File: config.mk
export PLATFORM = sky130hd
export DESIGN_NAME = csv_field_splitter_core
export DESIGN_NICKNAME = d
export VERILOG_FILES = /design/src/rtl/csvfs_pkg.sv /design/src/rtl/csvfs_front.sv /design/src/rtl/csvfs_queue.sv /design/src/rtl/csvfs_back.sv /design/src/rtl/csv_field_splitter_core.sv
export SDC_FILE = /design/constraint.sdc
export NUM_CORES = 1
export LEC_CHECK = 0
export ABC_AREA = 1
export BUFFER_PORTS_ARGS = -buffer_cell sky130_fd_sc_hd__buf_2
export CORE_MARGIN = 5
export CORE_UTILIZATION = 45
export CTS_CLUSTER_SIZE = 24
export DETAILED_ROUTE_END_ITERATION = 12
export PLACE_DENSITY = 0.63
export SLEW_MARGIN = 30
export SYNTH_ARGS = -nofsm -noshare
export SYNTH_HDL_FRONTEND = slang
export SYNTH_SLANG_ARGS = --single-unit
File: constraint.sdc
create_clock -name clk -period 6.6 [get_ports clk]
set_input_delay 0 -clock clk [delete_from_list [all_inputs] [get_ports clk]]
set_output_delay 0 -clock clk [all_outputs]
set_load 0.02 [all_outputs]
File: src/rtl/csvfs_pkg.sv
// ----------------------------------------------------------------------------
// CSV field splitter package
// Shared transaction type passed from the parsing front end to the result
// back end through the event queue.
// ----------------------------------------------------------------------------
`default_nettype none

package csvfs_pkg;

	localparam int unsigned SIZE_BITS = 16;

	// One entry per input byte that produced anything: an optional field
	// result followed by an optional end-of-text summary.
	typedef struct packed {
		logic                 has_elem;
		logic [SIZE_BITS-1:0] elem_offset;
		logic [SIZE_BITS-1:0] elem_size;
		logic                 has_sum;
		logic                 unclosed;
	} event_t;

endpackage

`default_nettype wire

File: src/rtl/csvfs_front.sv
// ----------------------------------------------------------------------------
// CSV field splitter front end
// Classifies each byte, tracks the field and quote state and raises an event
// for every finished field and for the end of the text.
// ----------------------------------------------------------------------------
`default_nettype none

module csvfs_front #(
	parameter int unsigned POSITION_BITS = 16
) (
	input  wire logic              clk,
	input  wire logic              arst_n,
	input  wire logic              accept,
	input  wire logic [7:0]        data_byte,
	input  wire logic              last_byte,
	output logic                   ev_push,
	output csvfs_pkg::event_t      ev_data
);

	localparam logic [7:0] CHAR_COMMA   = 8'h2C;
	localparam logic [7:0] CHAR_NEWLINE = 8'h0A;
	localparam logic [7:0] CHAR_QUOTE   = 8'h22;

	typedef enum logic [3:0] {
		MODE_START  = 4'b0001,
		MODE_PLAIN  = 4'b0010,
		MODE_QUOTED = 4'b0100,
		MODE_AFTER  = 4'b1000
	} mode_t;

	typedef logic [POSITION_BITS-1:0] pos_t;

	function automatic logic is_ctrl(input logic [7:0] b);
		return (b < 8'h20) || (b == 8'h7F);
	endfunction

	function automatic logic is_lead(input logic [7:0] b);
		return ((b >= 8'h81) && (b <= 8'h9F)) || ((b >= 8'hE0) && (b <= 8'hFC));
	endfunction

	function automatic logic is_delim(input logic [7:0] b);
		return (b == CHAR_COMMA) || (b == CHAR_NEWLINE);
	endfunction

	mode_t mode_q, mode_d;
	pos_t  pos_q, pos_d;
	pos_t  head_q, head_d;
	pos_t  kept_q, kept_d;
	logic  parity_q, parity_d;
	logic  in_run_q, in_run_d;
	logic  trail_q, trail_d;
	logic  emit;
	logic  do_after;
	pos_t  size_full;

	always_comb begin
		mode_d   = mode_q;
		head_d   = head_q;
		kept_d   = kept_q;
		parity_d = parity_q;
		in_run_d = in_run_q;
		trail_d  = trail_q;
		pos_d    = pos_q + pos_t'(1);
		emit     = 1'b0;
		do_after = 1'b0;

		unique case (mode_q)
			MODE_START: begin
				if (is_ctrl(data_byte) && (data_byte != CHAR_NEWLINE)) begin
					// Leading control bytes other than newline are skipped.
				end else if (data_byte == CHAR_QUOTE) begin
					head_d   = pos_q + pos_t'(1);
					parity_d = 1'b1;
					in_run_d = 1'b1;
					mode_d   = MODE_QUOTED;
				end else if (is_delim(data_byte)) begin
					head_d = pos_q;
					kept_d = pos_q - pos_t'(1);
					emit   = 1'b1;
				end else begin
					head_d  = pos_q;
					kept_d  = pos_q;
					mode_d  = MODE_PLAIN;
					trail_d = is_lead(data_byte);
				end
			end
			MODE_PLAIN: begin
				if (trail_q) begin
					trail_d = 1'b0;
					if (!is_ctrl(data_byte)) kept_d = pos_q;
				end else if (is_delim(data_byte)) begin
					emit = 1'b1;
				end else begin
					trail_d = is_lead(data_byte);
					if (!is_ctrl(data_byte)) kept_d = pos_q;
				end
			end
			MODE_QUOTED: begin
				if (trail_q) begin
					trail_d = 1'b0;
				end else if (data_byte == CHAR_QUOTE) begin
					parity_d = ~parity_q;
					in_run_d = 1'b1;
				end else if (in_run_q && !parity_q) begin
					// The closing run ended on the previous byte.
					kept_d   = pos_q - pos_t'(2);
					in_run_d = 1'b0;
					mode_d   = MODE_AFTER;
					do_after = 1'b1;
				end else begin
					in_run_d = 1'b0;
					trail_d  = is_lead(data_byte);
				end
			end
			MODE_AFTER: begin
				do_after = 1'b1;
			end
			default: begin
				mode_d = MODE_START;
			end
		endcase

		if (do_after) begin
			if (trail_q) begin
				trail_d = 1'b0;
			end else if (is_delim(data_byte)) begin
				emit = 1'b1;
			end else begin
				trail_d = is_lead(data_byte);
			end
		end

		size_full = kept_d - head_d + pos_t'(1);

		ev_data.has_elem    = emit;
		ev_data.elem_offset = csvfs_pkg::SIZE_BITS'(head_d);
		ev_data.elem_size   = csvfs_pkg::SIZE_BITS'(size_full);

		if (emit) begin
			mode_d   = MODE_START;
			parity_d = 1'b0;
			in_run_d = 1'b0;
			trail_d  = 1'b0;
		end

		ev_data.has_sum  = last_byte;
		ev_data.unclosed = (mode_d == MODE_QUOTED) && !(in_run_d && !parity_d);

		// The end of the text returns the whole parser to its reset state.
		if (last_byte) begin
			mode_d   = MODE_START;
			pos_d    = '0;
			head_d   = '0;
			kept_d   = '0;
			parity_d = 1'b0;
			in_run_d = 1'b0;
			trail_d  = 1'b0;
		end

		ev_push = accept && (emit || last_byte);
	end

	always_ff @(posedge clk or negedge arst_n) begin
		if (!arst_n) begin
			mode_q   <= MODE_START;
			pos_q    <= '0;
			head_q   <= '0;
			kept_q   <= '0;
			parity_q <= 1'b0;
			in_run_q <= 1'b0;
			trail_q  <= 1'b0;
		end else if (accept) begin
			mode_q   <= mode_d;
			pos_q    <= pos_d;
			head_q   <= head_d;
			kept_q   <= kept_d;
			parity_q <= parity_d;
			in_run_q <= in_run_d;
			trail_q  <= trail_d;
		end
	end

endmodule

`default_nettype wire

File: src/rtl/csvfs_queue.sv
// ----------------------------------------------------------------------------
// CSV field splitter event queue
// Short first-in first-out store that decouples the parser from the result
// stage so that each can stall on its own.
// ----------------------------------------------------------------------------
`default_nettype none

module csvfs_queue #(
	parameter int unsigned DEPTH = 4
) (
	input  wire logic              clk,
	input  wire logic              arst_n,
	input  wire logic              wr_en,
	input  wire csvfs_pkg::event_t wr_data,
	output logic                   full,
	input  wire logic              rd_en,
	output csvfs_pkg::event_t      rd_data,
	output logic                   empty
);

	localparam int unsigned AW = (DEPTH > 1) ? $clog2(DEPTH) : 1;
	localparam int unsigned CW = $clog2(DEPTH + 1);
	localparam logic [AW-1:0] LAST_ADDR = AW'(DEPTH - 1);

	csvfs_pkg::event_t mem_q [DEPTH];
	logic [AW-1:0] wr_ptr_q;
	logic [AW-1:0] rd_ptr_q;
	logic [CW-1:0] count_q;
	logic          do_wr;
	logic          do_rd;

	assign full    = (count_q == CW'(DEPTH));
	assign empty   = (count_q == '0);
	assign do_wr   = wr_en && !full;
	assign do_rd   = rd_en && !empty;
	assign rd_data = mem_q[rd_ptr_q];

	always_ff @(posedge clk) begin
		if (do_wr) mem_q[wr_ptr_q] <= wr_data;
	end

	always_ff @(posedge clk or negedge arst_n) begin
		if (!arst_n) begin
			wr_ptr_q <= '0;
			rd_ptr_q <= '0;
			count_q  <= '0;
		end else begin
			if (do_wr) wr_ptr_q <= (wr_ptr_q == LAST_ADDR) ? '0 : wr_ptr_q + AW'(1);
			if (do_rd) rd_ptr_q <= (rd_ptr_q == LAST_ADDR) ? '0 : rd_ptr_q + AW'(1);
			if (do_wr && !do_rd) count_q <= count_q + CW'(1);
			else if (do_rd && !do_wr) count_q <= count_q - CW'(1);
		end
	end

endmodule

`default_nettype wire

File: src/rtl/csvfs_back.sv
// ----------------------------------------------------------------------------
// CSV field splitter result stage
// Turns queued events into result transactions, keeping the field count and
// the longest field length, and holds each result in an output register.
// ----------------------------------------------------------------------------
`default_nettype none

module csvfs_back (
	input  wire logic              clk,
	input  wire logic              arst_n,
	input  wire logic              q_empty,
	input  wire csvfs_pkg::event_t q_data,
	output logic                   q_pop,
	input  wire logic              pop,
	output logic                   empty,
	output logic                   is_summary,
	output logic [15:0]            element_offset,
	output logic [15:0]            element_size,
	output logic [15:0]            element_count,
	output logic [15:0]            longest_size,
	output logic                   unclosed_quote
);

	logic        out_valid_q;
	logic        elem_done_q;
	logic [15:0] count_q;
	logic [15:0] longest_q;
	logic        load;
	logic        load_elem;
	logic [15:0] count_inc;
	logic [15:0] longest_new;

	assign load      = (!out_valid_q || pop) && !q_empty;
	assign load_elem = q_data.has_elem && !elem_done_q;
	// An entry carrying both a field and a summary is read out in two turns.
	assign q_pop     = load && !(load_elem && q_data.has_sum);
	assign empty     = !out_valid_q;

	assign count_inc   = count_q + 16'd1;
	assign longest_new = (q_data.elem_size > longest_q) ? q_data.elem_size : longest_q;

	always_ff @(posedge clk or negedge arst_n) begin
		if (!arst_n) begin
			out_valid_q <= 1'b0;
			elem_done_q <= 1'b0;
			count_q     <= '0;
			longest_q   <= '0;
		end else begin
			if (load) begin
				out_valid_q <= 1'b1;
				if (load_elem) begin
					count_q     <= count_inc;
					longest_q   <= longest_new;
					elem_done_q <= q_data.has_sum;
				end else begin
					count_q     <= '0;
					longest_q   <= '0;
					elem_done_q <= 1'b0;
				end
			end else if (pop) begin
				out_valid_q <= 1'b0;
			end
		end
	end

	always_ff @(posedge clk) begin
		if (load) begin
			if (load_elem) begin
				is_summary     <= 1'b0;
				element_offset <= q_data.elem_offset;
				element_size   <= q_data.elem_size;
				element_count  <= count_inc;
				longest_size   <= longest_new;
				unclosed_quote <= 1'b0;
			end else begin
				is_summary     <= 1'b1;
				element_offset <= '0;
				element_size   <= '0;
				element_count  <= count_q;
				longest_size   <= longest_q;
				unclosed_quote <= q_data.unclosed;
			end
		end
	end

endmodule

`default_nettype wire

File: src/rtl/csv_field_splitter_core.sv
// ----------------------------------------------------------------------------
// CSV field splitter
// Results: a byte that ends a field has its result written to the event queue
// and then to the output register; the end-of-text summary follows it.
// Throughput: one byte per cycle while the event queue has room, set by the
// parser state update; a byte with a field and the summary gives two results.
// Reset: arst_n clears the parser, event queue and counters at once.
// ----------------------------------------------------------------------------
`default_nettype none

module csv_field_splitter_core #(
	parameter int unsigned POSITION_BITS = 16,
	parameter int unsigned QUEUE_DEPTH   = 4
) (
	input  wire logic        clk,
	input  wire logic        arst_n,
	input  wire logic        push,
	output logic             full,
	input  wire logic [7:0]  data_byte,
	input  wire logic        last_byte,
	output logic             empty,
	input  wire logic        pop,
	output logic             is_summary,
	output logic [15:0]      element_offset,
	output logic [15:0]      element_size,
	output logic [15:0]      element_count,
	output logic [15:0]      longest_size,
	output logic             unclosed_quote
);

	logic              accept;
	logic              ev_push;
	csvfs_pkg::event_t ev_data;
	csvfs_pkg::event_t q_data;
	logic              q_empty;
	logic              q_pop;

	assign accept = push && !full;

	csvfs_front #(
		.POSITION_BITS(POSITION_BITS)
	) u_front (
		.clk       (clk),
		.arst_n    (arst_n),
		.accept    (accept),
		.data_byte (data_byte),
		.last_byte (last_byte),
		.ev_push   (ev_push),
		.ev_data   (ev_data)
	);

	csvfs_queue #(
		.DEPTH(QUEUE_DEPTH)
	) u_queue (
		.clk     (clk),
		.arst_n  (arst_n),
		.wr_en   (ev_push),
		.wr_data (ev_data),
		.full    (full),
		.rd_en   (q_pop),
		.rd_data (q_data),
		.empty   (q_empty)
	);

	csvfs_back u_back (
		.clk            (clk),
		.arst_n         (arst_n),
		.q_empty        (q_empty),
		.q_data         (q_data),
		.q_pop          (q_pop),
		.pop            (pop),
		.empty          (empty),
		.is_summary     (is_summary),
		.element_offset (element_offset),
		.element_size   (element_size),
		.element_count  (element_count),
		.longest_size   (longest_size),
		.unclosed_quote (unclosed_quote)
	);

endmodule

`default_nettype wire

==> flow_summary.ini, run 1 <==
[pwr]
switching_share_pct = 41.41
irDropWorstVdd_uv = 256.2
powerDensity_mw_per_mm2 = 496.9
cellLeakagePower_nw = 7.441
netsw_w = 0.003583
share_comb_of_total_power_pct = 43.4
power.sequential.fraction_pct = 35.4
clkPwrFrac_pct = 21.2
p_int_w = 0.005070

[sta]
fin_skew_ns = 0.01037
worst_slew_pin_slew_ns = 0.9168
finalWorstPathRequiredPeriod_ns = 4.817
grt_setup_unrepaired = no
top_achievable_clock_speed_mhz = 207.6
final.setup.tns_ns = 0
final.period_utilization_pct = 72.98
max-slew-margin-rel_pct = 38.88
setup-violations-final = 0
timing.final.hold_violations = 0
drv_slew = 0

[flow_run]
max_cap_viol_count = 0

[clocking]
post_cts.resized_instances = 0
cts_inserted_buffers = 34
clock_tree_root_buffer_cell = clkbuf_16
worst_skew_pair_later_pin_latency_ns = 0.51
cts.htree.levels = 2
cts_tree = done
clock_tree.buffer_depth = 3
cts.reportedPaths.clkPinSlew_ns = 0.06
cts_post_setup_buffers_inserted = 0
cts.sink_count = 302

[floorplan]
initial_core_util_pct = 45.73
die_area_mm2 = 0.03805
floorplan.die.height_um = 195.1
core-area_mm2 = 0.03370
core.rowCount = 67
die_extent_in_x_um = 195.1
top_level_ports = 81

[placement]
dpl-instance-area_mm2 = 0.01626
io_buffer_count = 80
place_hpwl_mm = 25.45
final_replace_weighted_congestion = 0.9203

[logic_synthesis]
netlist_area_mm2 = 0.01541
postSynthCellCount = 1648
avgSynthCellArea_um2 = 9.352
postSynth.topFlopCell = edfxtp_1
synthesized_net_count = 1721
synth-seq-cells = 302
seq_area_frac_synth_pct = 55.73
yosys_warnings = 0
synth_async_sr_flop_share_pct = 31.79
netlist-cell-type-count = 58
synth-edff-count = 206

[global_route]
grt_remaining_overflow = 0
grt_start_max_net_pins = 76
grt_pass1_vias = 11270
grt_first_pass_wirelength_mm = 61.24
grt.total_usage_pct = 19.47
grt_antenna_before_repair = 1

[detailed_routing]
route.final.wire_length_mm = 37.30
wl_per_cell_um = 17.01
pre_antenna_drt_iters = 5
total_vias_in_the_final_route = 11700
drtIter0Drc = 987
viasPerCell = 5.338
antenna_left = 0
post-route-drc-count = 0

[final_layout]
layout.cell_area.non_filler_mm2 = 0.01741
area_growth_pct = 12.99
n_antenna_cell = 0
layout.cells.most_common = nand2_1
layout.nets = 1791
drive_gt1_share_pct = 12.50
commonest_non_fill_non_tap_cells_in_the_layout = nand2_1, edfxtp_1, o21ai_0, inv_1, nor2_1
fill_cells = 3117

[setup_path]
critical_path_required_ns = 6.85
arrival_time_at_the_worst_endpoint_ns = 5.06
setup.worst_path.end_class = flip-flop
type_of_origin_of_the_critical_path = flip-flop
r2r_setup_slack_ns = 1.78
worst-setup-path-type = flip-flop to flip-flop
worst-path-max-fanout = 21

[outcome]
status = finished clean

[worst_hold_path]
classification_of_the_worst_slack_hold_path = primary input to flip-flop
[routing by layer]
layer | up-vias | global-route usage (%) | routed length (µm)
met2 | 314 | 31.51 | 17350
met4 | 2 | 4.293 | 718
li1 | 5757 | - | -
met5 | - | 0 | 13
met3 | 51 | 3.102 | 2039
met1 | 5576 | 27.95 | 17180
[flip-flops by register name, summed over array words and instances, names as in the netlist]
register / flops
u_back.longest_size: 16
u_front.trail_q: 1
u_front.pos_q: 16
u_front.head_q: 16
u_queue.rd_ptr_q: 2
u_back.element_count: 16
u_back.out_valid_q: 1
u_queue.mem_q: 140
u_back.count_q: 16
u_queue.count_q: 3
u_front.mode_q: 4
u_front.parity_q: 1
u_back.element_size: 16
u_front.in_run_q: 1
u_back.unclosed_quote: 1
u_front.kept_q: 16
u_back.is_summary: 1
u_back.element_offset: 16
u_queue.wr_ptr_q: 2
u_back.longest_q: 16
u_back.elem_done_q: 1
[worst paths after layout]
path                               startpoint              endpoint  cells after the start
setup / recovery            u_front.mode_q[0]  u_queue.mem_q[2][17]                     19
hold / removal                   data_byte[6]       u_front.trail_q                      7
setup reg to reg            u_front.mode_q[0]  u_queue.mem_q[2][17]                     19
hold reg to reg            u_front.head_q[14]    u_front.head_q[14]                      2
max in group asynchronous              arst_n   u_queue.rd_ptr_q[0]                      4
min in group asynchronous              arst_n     u_front.mode_q[0]                      3
[cell usage after synthesis, drive strengths merged (4+ instances only)]
library cell / count / share of area [%]
nand2: 354 / 9.0
edfxtp: 206 / 40
o21ai: 184 / 6.0
inv: 182 / 4.4
nor2: 175 / 4.5
dfrtp: 95 / 15
nand3: 88 / 3.0
a21oi: 77 / 2.5
ha: 58 / 4.7
clkbuf: 42 / 1.0
o22ai: 28 / 1.1
xor2: 27 / 1.5
buf: 25 / 0.82
nand4: 18 / 0.77
a32oi: 15 / 0.85
nor3: 12 / 0.64
o211ai: 9 / 0.44
o21a: 6 / 0.29
xnor2: 6 / 0.34
a31oi: 5 / 0.24
clkinv: 4 / 0.11
o21bai: 4 / 0.19
o31ai: 4 / 0.19
[final cells by class]
cell class | instances | area, µm² | area share [%]
Inverter | 186 | 701.9 | 4.031
Timing Repair Buffer | 101 | 574.3 | 3.298
Clock buffer | 37 | 903.4 | 5.188
Multi-Input combinational cell | 1093 | 5883 | 33.78
Sequential cell | 302 | 8591 | 49.33
Clock inverter | 25 | 200.2 | 1.150
Tap cell | 448 | 560.5 | 3.219
[power by group through the flow]
stage	clock network, W	registers (W)	logic [W]
2_1_floorplan	0	0.00333	0.00239
3_5_place_dp	0	0.00310	0.00375
5_1_grt	0.00197	0.00311	0.00424
6_report	0.00184	0.00306	0.00375
4_1_cts	0.00188	0.00307	0.00378
3_3_place_gp	0	0.00309	0.00367
[stage by stage]
stage	hold slack (ns)	std cells	setup WS, ns	total power, W	utilization [%]
finish	0.1043	2192	1.783	0.008653	51.67
global route	0.1499	2192	1.362	0.009318	51.67
CTS	0.09939	2192	1.831	0.008720	51.69
detailed placement	-0.08084	2124	1.830	0.006855	48.24
global placement	-0.07655	2124	2.016	0.006762	48.23
floorplan	-0.2956	1648	0.5565	0.005721	-
[critical path, cell delays in order (launching register included)]
cell      delay, ns
dfstp_2        0.57
inv_2          0.06
nor3_4         0.46
nand2_2        0.33
inv_1          0.55
o21ai_0        0.19
o21ai_1        0.23
inv_1          0.11
ha_1           0.22
ha_1           0.19
inv_1          0.07
fa_1           0.20
inv_1          0.06
a31oi_1        0.30
o21ai_0        0.20
a21boi_0       0.43
o31a_1         0.20
inv_1          0.04
nand2_1        0.05
nand2_1        0.08
[timing repair]
| item | 4_1_cts | 5_1_grt |
|---|---|---|
| setup endpoints to repair | 0 | 0 |
| endpoints found under the hold margin | 102 | 0 |
| hold buffers | 6 | 0 |
[kinds of logic (layout without fill, tap and decap cells)]
group / count (synthesis) / in the layout / share of synthesized area, %
buffers and inverters: 253 / 349 / 6.405
AOI/OAI and AO/OA: 350 / 350 / 13.02
and+or+nand+nor: 650 / 650 / 18.00
DFF: 302 / 302 / 55.73
xor gates and xnor gates: 33 / 33 / 1.875
adders and majority gates: 60 / 60 / 4.968
No activity file was read; power rests on OpenSTA's default activity.
==> inputs of run 2 (changes only) <==
- PLACE_DENSITY: 0.63 -> 0.65
- clock period: 6.6 -> 3.9 ns (I/O delays scaled with it)
==> run 2 against run 1 <==
Clock power up 91%; worst setup slack got worse by 1.6 ns; sequential share of layout area shrank 2.8 points; cell area grew 6.2%; cell count rose by 4.2%; global-route usage grew 0.73 points; clock skew increased by 0.0055 ns; hold slack worse by 0.065 ns; register-to-register slack lost 1.6 ns; highest routed layer is now met4.
==> flow_summary.ini, run 2 (synthesis results as in run 1) <==
[detailed_routing]
met3_wirelength_mm = 2.108
top_layer = met4
viasPerCell = 5.273
antenna_left = 0
route.met2.wl_mm = 18.39
route.final.wire_length_mm = 39.00
met1_wl_mm = 17.29
post-route-drc-count = 0
total_vias_in_the_final_route = 12050
drtIter0Drc = 812
wl_per_cell_um = 17.07
pre_antenna_drt_iters = 5

[global_route]
grt_pass1_vias = 11720
grt_antenna_before_repair = 0
grt_first_pass_wirelength_mm = 62.40
grt_remaining_overflow = 0
grt.total_usage_pct = 20.20
grt_start_max_net_pins = 73

[clocking]
cts_inserted_buffers = 35
cts.sink_count = 302
clock_tree_root_buffer_cell = clkbuf_16
cts.reportedPaths.clkPinSlew_ns = 0.06
clock_tree.buffer_depth = 3
cts.htree.levels = 2
cts_tree = done
worst_skew_pair_later_pin_latency_ns = 0.53

[setup_path]
type_of_origin_of_the_critical_path = flip-flop
worst-path-stages = 19
max_stage_delay_ns = 0.39
critical_path_required_ns = 4.17
cp.buffers_inverters = 2
worst-setup-path-type = flip-flop to flip-flop
critical_path_s_top_delay_family = compound AO/OA/AOI/OAI gates
timing.critical_path.slowest_stage_cell = dfrtp_1
rr_worst_depth = 19
regToRegStartpoint = u_front.pos_q[0]
regToRegEndpoint = u_queue.mem_q[0][17]
worst-path-max-fanout = 4
arrival_time_at_the_worst_endpoint_ns = 3.95
r2r_setup_slack_ns = 0.22
cp_cell_sequence = ha_2 -> nand3_2 -> nor3_2 -> buf_4 -> xor2_1 -> nand2_1 -> o21ai_0 -> nand2_1 -> o21ai_1 -> ha_1 -> ha_1 -> a21oi_1 -> o21a_1 -> o21ai_2 -> a21boi_1 -> buf_4 -> o31a_1 -> nand3_1 -> nand2_2
setup.worst_path.end_class = flip-flop

[sta]
drv_slew = 0
setup-violations-final = 0
top_achievable_clock_speed_mhz = 271.5
final.period_utilization_pct = 94.44
max-slew-margin-rel_pct = 56.03
worst_slew_pin_slew_ns = 0.6588
finalWorstPathRequiredPeriod_ns = 3.683
whs_ns = 0.03930
timing.final.hold_violations = 0
fin_skew_ns = 0.01583

[floorplan]
core.rowCount = 67
core-area_mm2 = 0.03370
die_extent_in_x_um = 195.1
top_level_ports = 81
initial_core_util_pct = 45.73
floorplan.die.height_um = 195.1
die_area_mm2 = 0.03805

[final_layout]
max_flop_register = u_queue.mem_q
layout.nets = 1883
largest_register_ffs = 140
drive_gt1_share_pct = 18.56
fill_cells = 2994
n_antenna_cell = 0
layout.cells.most_common = nand2_1
commonest_non_fill_non_tap_cells_in_the_layout = nand2_1, edfxtp_1, inv_1, o21ai_0, nor2_1
area_growth_pct = 19.94
layout.core_utilization_pct = 54.85

[outcome]
status = finished clean

[pwr]
irDropWorstVdd_uv = 456.9
powerDensity_mw_per_mm2 = 859.4
cellLeakagePower_nw = 7.982
total_power_w = 0.01589

[flow_run]
max_cap_viol_count = 0

[placement]
final_replace_weighted_congestion = 0.9357
place_hpwl_mm = 27.15
io_buffer_count = 80

[worst_hold_path]
classification_of_the_worst_slack_hold_path = primary input to asynchronous set/reset pin
## run 2: cell types whose count changed in the layout (fill, tap and decap cells not counted), moves of 3 or more
| cell | change |
|---|---|
| buf_4 | +86 |
| o21ai_0 | -7 |
| ha_1 | -6 |
| buf_12 | +5 |
| clkinv_1 | -5 |
| clkinv_2 | -5 |
| bufinv_16 | +4 |
| nor2_1 | -4 |
| o21ai_1 | +4 |
| clkbuf_1 | +3 |
| ha_2 | +3 |
| ha_4 | +3 |
| nand2_1 | -3 |
| o21ai_2 | +3 |
## run 2: area by class of cell
| type | count | area (µm²) | area share, % |
|---|---|---|---|
| sequential | 302 | 8593 | 46.49 |
| multi-input combinational | 1093 | 6028 | 32.61 |
| timing repair buffer | 192 | 1326 | 7.175 |
| clock buffer | 43 | 967.2 | 5.232 |
| inverter | 186 | 701.9 | 3.797 |
| tap | 448 | 560.5 | 3.032 |
| clock inverter | 21 | 307.8 | 1.665 |
## run 2: power by group
group	internal (W)	total, W	switching [W]
Combinational	0.00247	0.00718	0.00471
Clock	0.00219	0.00352	0.00133
Sequential	0.00491	0.00519	0.000274
Total	0.00957	0.0159	0.00631
## run 2: timing repair
item                       in CTS  in global routing
hold endpoints to repair      103                  0
setup endpoints to repair       0                 32
buffers inserted                0                 11
gates resized for setup         0                 45
hold buffers                    6                  0
## run 2: per-stage QoR
step / TNS (ns) / instance area [µm²] / setup slack (ns) / instances
2_1_floorplan: 0 / 15430 / 0.09615 / 1648
3_3_place_gp: 0 / 16900 / 0.06856 / 2204
3_5_place_dp: 0 / 16900 / 0.06743 / 2204
4_1_cts: 0 / 18250 / 0.03440 / 2274
5_1_grt: -0.2834 / 18490 / -0.05367 / 2285
6_report: 0 / 18490 / 0.2168 / 2285
## run 2: worst register-to-register path, delay by kind of cell (launching register included)
family	cells	cell delay (ns)
fa+ha+maj	3	0.84
xor+xnor	1	0.19
simple gates	6	0.65
compound gates	7	1.06
flops	1	0.39
buf+inv	2	0.28
## run 2: routing by layer
layer  track usage, %  vias up
met5                0        -
li1                 -     5934
met3            3.171       69
met4            6.594        0
met2            33.10      326
met1            27.75     5720
## run 2: worst max path at each step
| stage | from | end | slack [ns] |
|---|---|---|---|
| 3_3_place_gp | u_front.pos_q[1] | u_queue.mem_q[2][17] | 0.07 |
| 4_1_cts | u_front.pos_q[1] | u_queue.mem_q[3][17] | 0.03 |
| 3_5_place_dp | u_front.mode_q[0] | u_queue.mem_q[0][17] | 0.07 |
| 5_1_grt | u_front.pos_q[0] | u_queue.mem_q[1][17] | -0.05 |
| 2_1_floorplan | u_front.mode_q[0] | u_queue.mem_q[0][17] | 0.1 |
| 6_report | u_front.pos_q[0] | u_queue.mem_q[0][17] | 0.22 |
==> inputs of run 3 (changes only) <==
- ABC_AREA: 1 -> 0
==> run 3 against run 2 <==
The flow now finishes with violations (setup timing); total power is 7.4% lower; clock skew increased by 0.0049 ns; flip-flop and latch count is the same; combinational power down 8.9%; largest cell class unchanged; critical endpoint unchanged; worst setup slack got worse by 0.52 ns; first-iteration DRC count decreased by 17%; register-to-register slack got worse by 0.52 ns; die area is 3.4% lower; routed wire length down 10%; maximum frequency down 12%; sequential share of layout area is 0.34 points lower; cell count is 15% lower.
==> flow_summary.ini, run 3 <==
[final_layout]
layout.nets = 1538
n_antenna_cell = 0
max_flop_register = u_queue.mem_q
layout.cells.most_common = edfxtp_1
commonest_non_fill_non_tap_cells_in_the_layout = edfxtp_1, buf_4, nand2_1, dfrtp_1, o21ai_0
largest_register_ffs = 140
drive_gt1_share_pct = 31.03
area_growth_pct = 25.35
layout.core_utilization_pct = 57.23

[setup_path]
cp.buffers_inverters = 4
critical_path_required_ns = 4.19
critical_path_s_top_delay_family = compound AO/OA/AOI/OAI gates
r2r_setup_slack_ns = -0.31
type_of_origin_of_the_critical_path = flip-flop
path_common_cell = a211oi_2
max_stage_delay_ns = 0.43
cp_cell_sequence = buf_6 -> nor4b_4 -> buf_4 -> nand2_4 -> or3_4 -> o22ai_2 -> a221oi_2 -> ha_1 -> inv_1 -> ha_2 -> inv_2 -> fa_2 -> nor2b_2 -> o21a_1 -> o21ai_2 -> a21oi_2 -> a211oi_2 -> a211oi_2 -> a31oi_1 -> xnor2_1
setup.worst_path.end_class = flip-flop
worst-setup-path-type = flip-flop to flip-flop
arrival_time_at_the_worst_endpoint_ns = 4.50
timing.critical_path.slowest_stage_cell = dfrtp_2
worst-path-max-fanout = 5

[sta]
final.setup.tns_ns = -5.716
finalWorstPathRequiredPeriod_ns = 4.206
fin_skew_ns = 0.02073
drv_slew = 0
final.period_utilization_pct = 107.9
max-slew-margin-rel_pct = 42.94
setup-violations-final = 32
grt_setup_unrepaired = yes
top_achievable_clock_speed_mhz = 237.7
worst_slew_pin_slew_ns = 0.8507
final_critical_path_setup_slack_ns = -0.3064
timing.final.hold_violations = 0

[pwr]
switching_share_pct = 35.19
cellLeakagePower_nw = 7.648
power.sequential.fraction_pct = 34.4
powerDensity_mw_per_mm2 = 790.1
irDropWorstVdd_uv = 376.3
p_int_w = 0.009536
netsw_w = 0.005176
share_comb_of_total_power_pct = 44.5
clkPwrFrac_pct = 21.1

[floorplan]
die_area_mm2 = 0.03675
floorplan.die.height_um = 191.7
core.rowCount = 66
top_level_ports = 81
die_extent_in_x_um = 191.7
initial_core_util_pct = 45.66
core-area_mm2 = 0.03254

[logic_synthesis]
postSynth.topFlopCell = edfxtp_1
synth-seq-cells = 302
post-synth-top-area-fraction_pct = 41.64
synth.largest_area_cell = edfxtp_1
post_synth_and_or_nand_nor_area_fraction_pct = 11.61
postSynthCellCount = 1210
synth_async_sr_flop_share_pct = 31.79
netlist_area_mm2 = 0.01486
synth_compound_area_share_pct = 12.77
synth-xor-area-share_pct = 2.358
synthesized_net_count = 1283
synth.most_common_cell = edfxtp_1
synthTopCellsByCount = edfxtp_1, nand2_1, o21ai_0
post_synth_main_area_contributors = edfxtp_1, dfrtp_1, mux4_2
seq_area_frac_synth_pct = 57.82
avgSynthCellArea_um2 = 12.28
yosys_warnings = 0
post_synth_mux_area_share_pct = 6.873
synth-adder-area-share_pct = 5.155
synth-edff-count = 206
dominant_combinational_cell_family_by_area_after_synthesis = compound AO/OA/AOI/OAI gates
netlist-cell-type-count = 78

[global_route]
grt_first_pass_wirelength_mm = 55.98
grt_start_max_net_pins = 84
grt_pass1_vias = 10430
grt.total_usage_pct = 19.07
grt_remaining_overflow = 0
grt_antenna_before_repair = 0

[placement]
place_hpwl_mm = 24.89
io_buffer_count = 80
final_replace_weighted_congestion = 0.8663

[outcome]
violations = setup timing
status = complete, but fails checks

[detailed_routing]
antenna_left = 0
wl_per_cell_um = 18.15
pre_antenna_drt_iters = 7
route.final.wire_length_mm = 35.05
viasPerCell = 5.428
total_vias_in_the_final_route = 10480
post-route-drc-count = 0
drtIter0Drc = 672

[flow_run]
max_cap_viol_count = 0

[clocking]
clock_tree.buffer_depth = 3
cts_tree = done
cts.reportedPaths.clkPinSlew_ns = 0.06
cts_inserted_buffers = 34
cts.htree.levels = 2
cts.sink_count = 302
worst_skew_pair_later_pin_latency_ns = 0.51
clock_tree_root_buffer_cell = clkbuf_16

[worst_hold_path]
classification_of_the_worst_slack_hold_path = primary input to asynchronous set/reset pin
run 3: cell types whose count changed after synthesis, moves of 40 or more:
| cell | change |
|---|---|
| inv_1 | -110 |
| nor2_1 | -105 |
| o21ai_0 | -73 |
| nand2_1 | -213 |
| a22o_1 | +41 |
| and2_1 | +40 |
| nand3_1 | -57 |
run 3: final cells by class:
class / instances / area (µm²)
Fill cell: 2686 / 13910
Tap cell: 442 / 553.0
Clock inverter: 12 / 117.6
Timing Repair Buffer: 285 / 2038
Inverter: 59 / 221.5
Clock buffer: 48 / 975.9
Sequential cell: 302 / 8593
Multi-Input combinational cell: 783 / 6122
run 3: cells by family after synthesis:
logic type | count (synthesis)
and+or+nand+nor | 343
DFF | 302
AOI/OAI and AO/OA | 283
buffers and inverters | 125
adders and majority gates | 60
muxes | 57
xor gates and xnor gates | 40
run 3: worst paths after layout:
check	from	to	depth (start not counted)
worst max register to register	u_front.mode_q[1]	u_queue.mem_q[0][17]	20
worst min register to register	u_front.kept_q[12]	u_front.kept_q[12]	2
worst max-delay path	u_front.mode_q[1]	u_queue.mem_q[0][17]	20
worst min-delay path	arst_n	u_back.longest_q[6]	2
min in group clk	push	u_front.in_run_q	5
max in group asynchronous	arst_n	u_front.mode_q[1]	3
run 3: metrics by stage:
stage | worst slack, ns | power, W | instances | hold WS (ns) | area (µm²)
finish | -0.3064 | 0.01471 | 1931 | 0.03101 | 18620
detailed placement | -0.3661 | 0.01109 | 1856 | 0.03246 | 17080
global route | -0.5397 | 0.01563 | 1931 | 0.06774 | 18620
global placement | -0.3240 | 0.01098 | 1856 | 0.02977 | 17080
CTS | -0.4328 | 0.01456 | 1926 | 0.04564 | 18390
floorplan | -0.2780 | 0.008831 | 1210 | -0.2956 | 14940
run 3: per-layer routing:
layer	wire length (µm)	GRT usage [%]	up-vias	share of wire, %
met4	685	4.088	0	2.0
met3	1937	2.999	54	5.5
met1	15400	26.58	5145	44
met5	0	0	-	0
met2	17030	31.87	269	49
li1	-	-	5013	-
run 3: power by group through the flow:
stage,Combinational (W),Clock [W],Sequential (W)
3_5_place_dp,0.00596,0,0.00513
6_report,0.00654,0.00310,0.00506
4_1_cts,0.00629,0.00319,0.00507
5_1_grt,0.00716,0.00335,0.00513
3_3_place_gp,0.00588,0,0.00511
2_1_floorplan,0.00339,0,0.00544
run 3: repair_timing:
item / 4_1_cts / 5_1_grt
endpoints found under the setup margin: 32 / 48
gates resized for setup: 25 / 42
hold buffers: 3 / 0
hold endpoints to repair: 48 / 0
buffers inserted: 9 / 7
pin swaps: 26 / 28
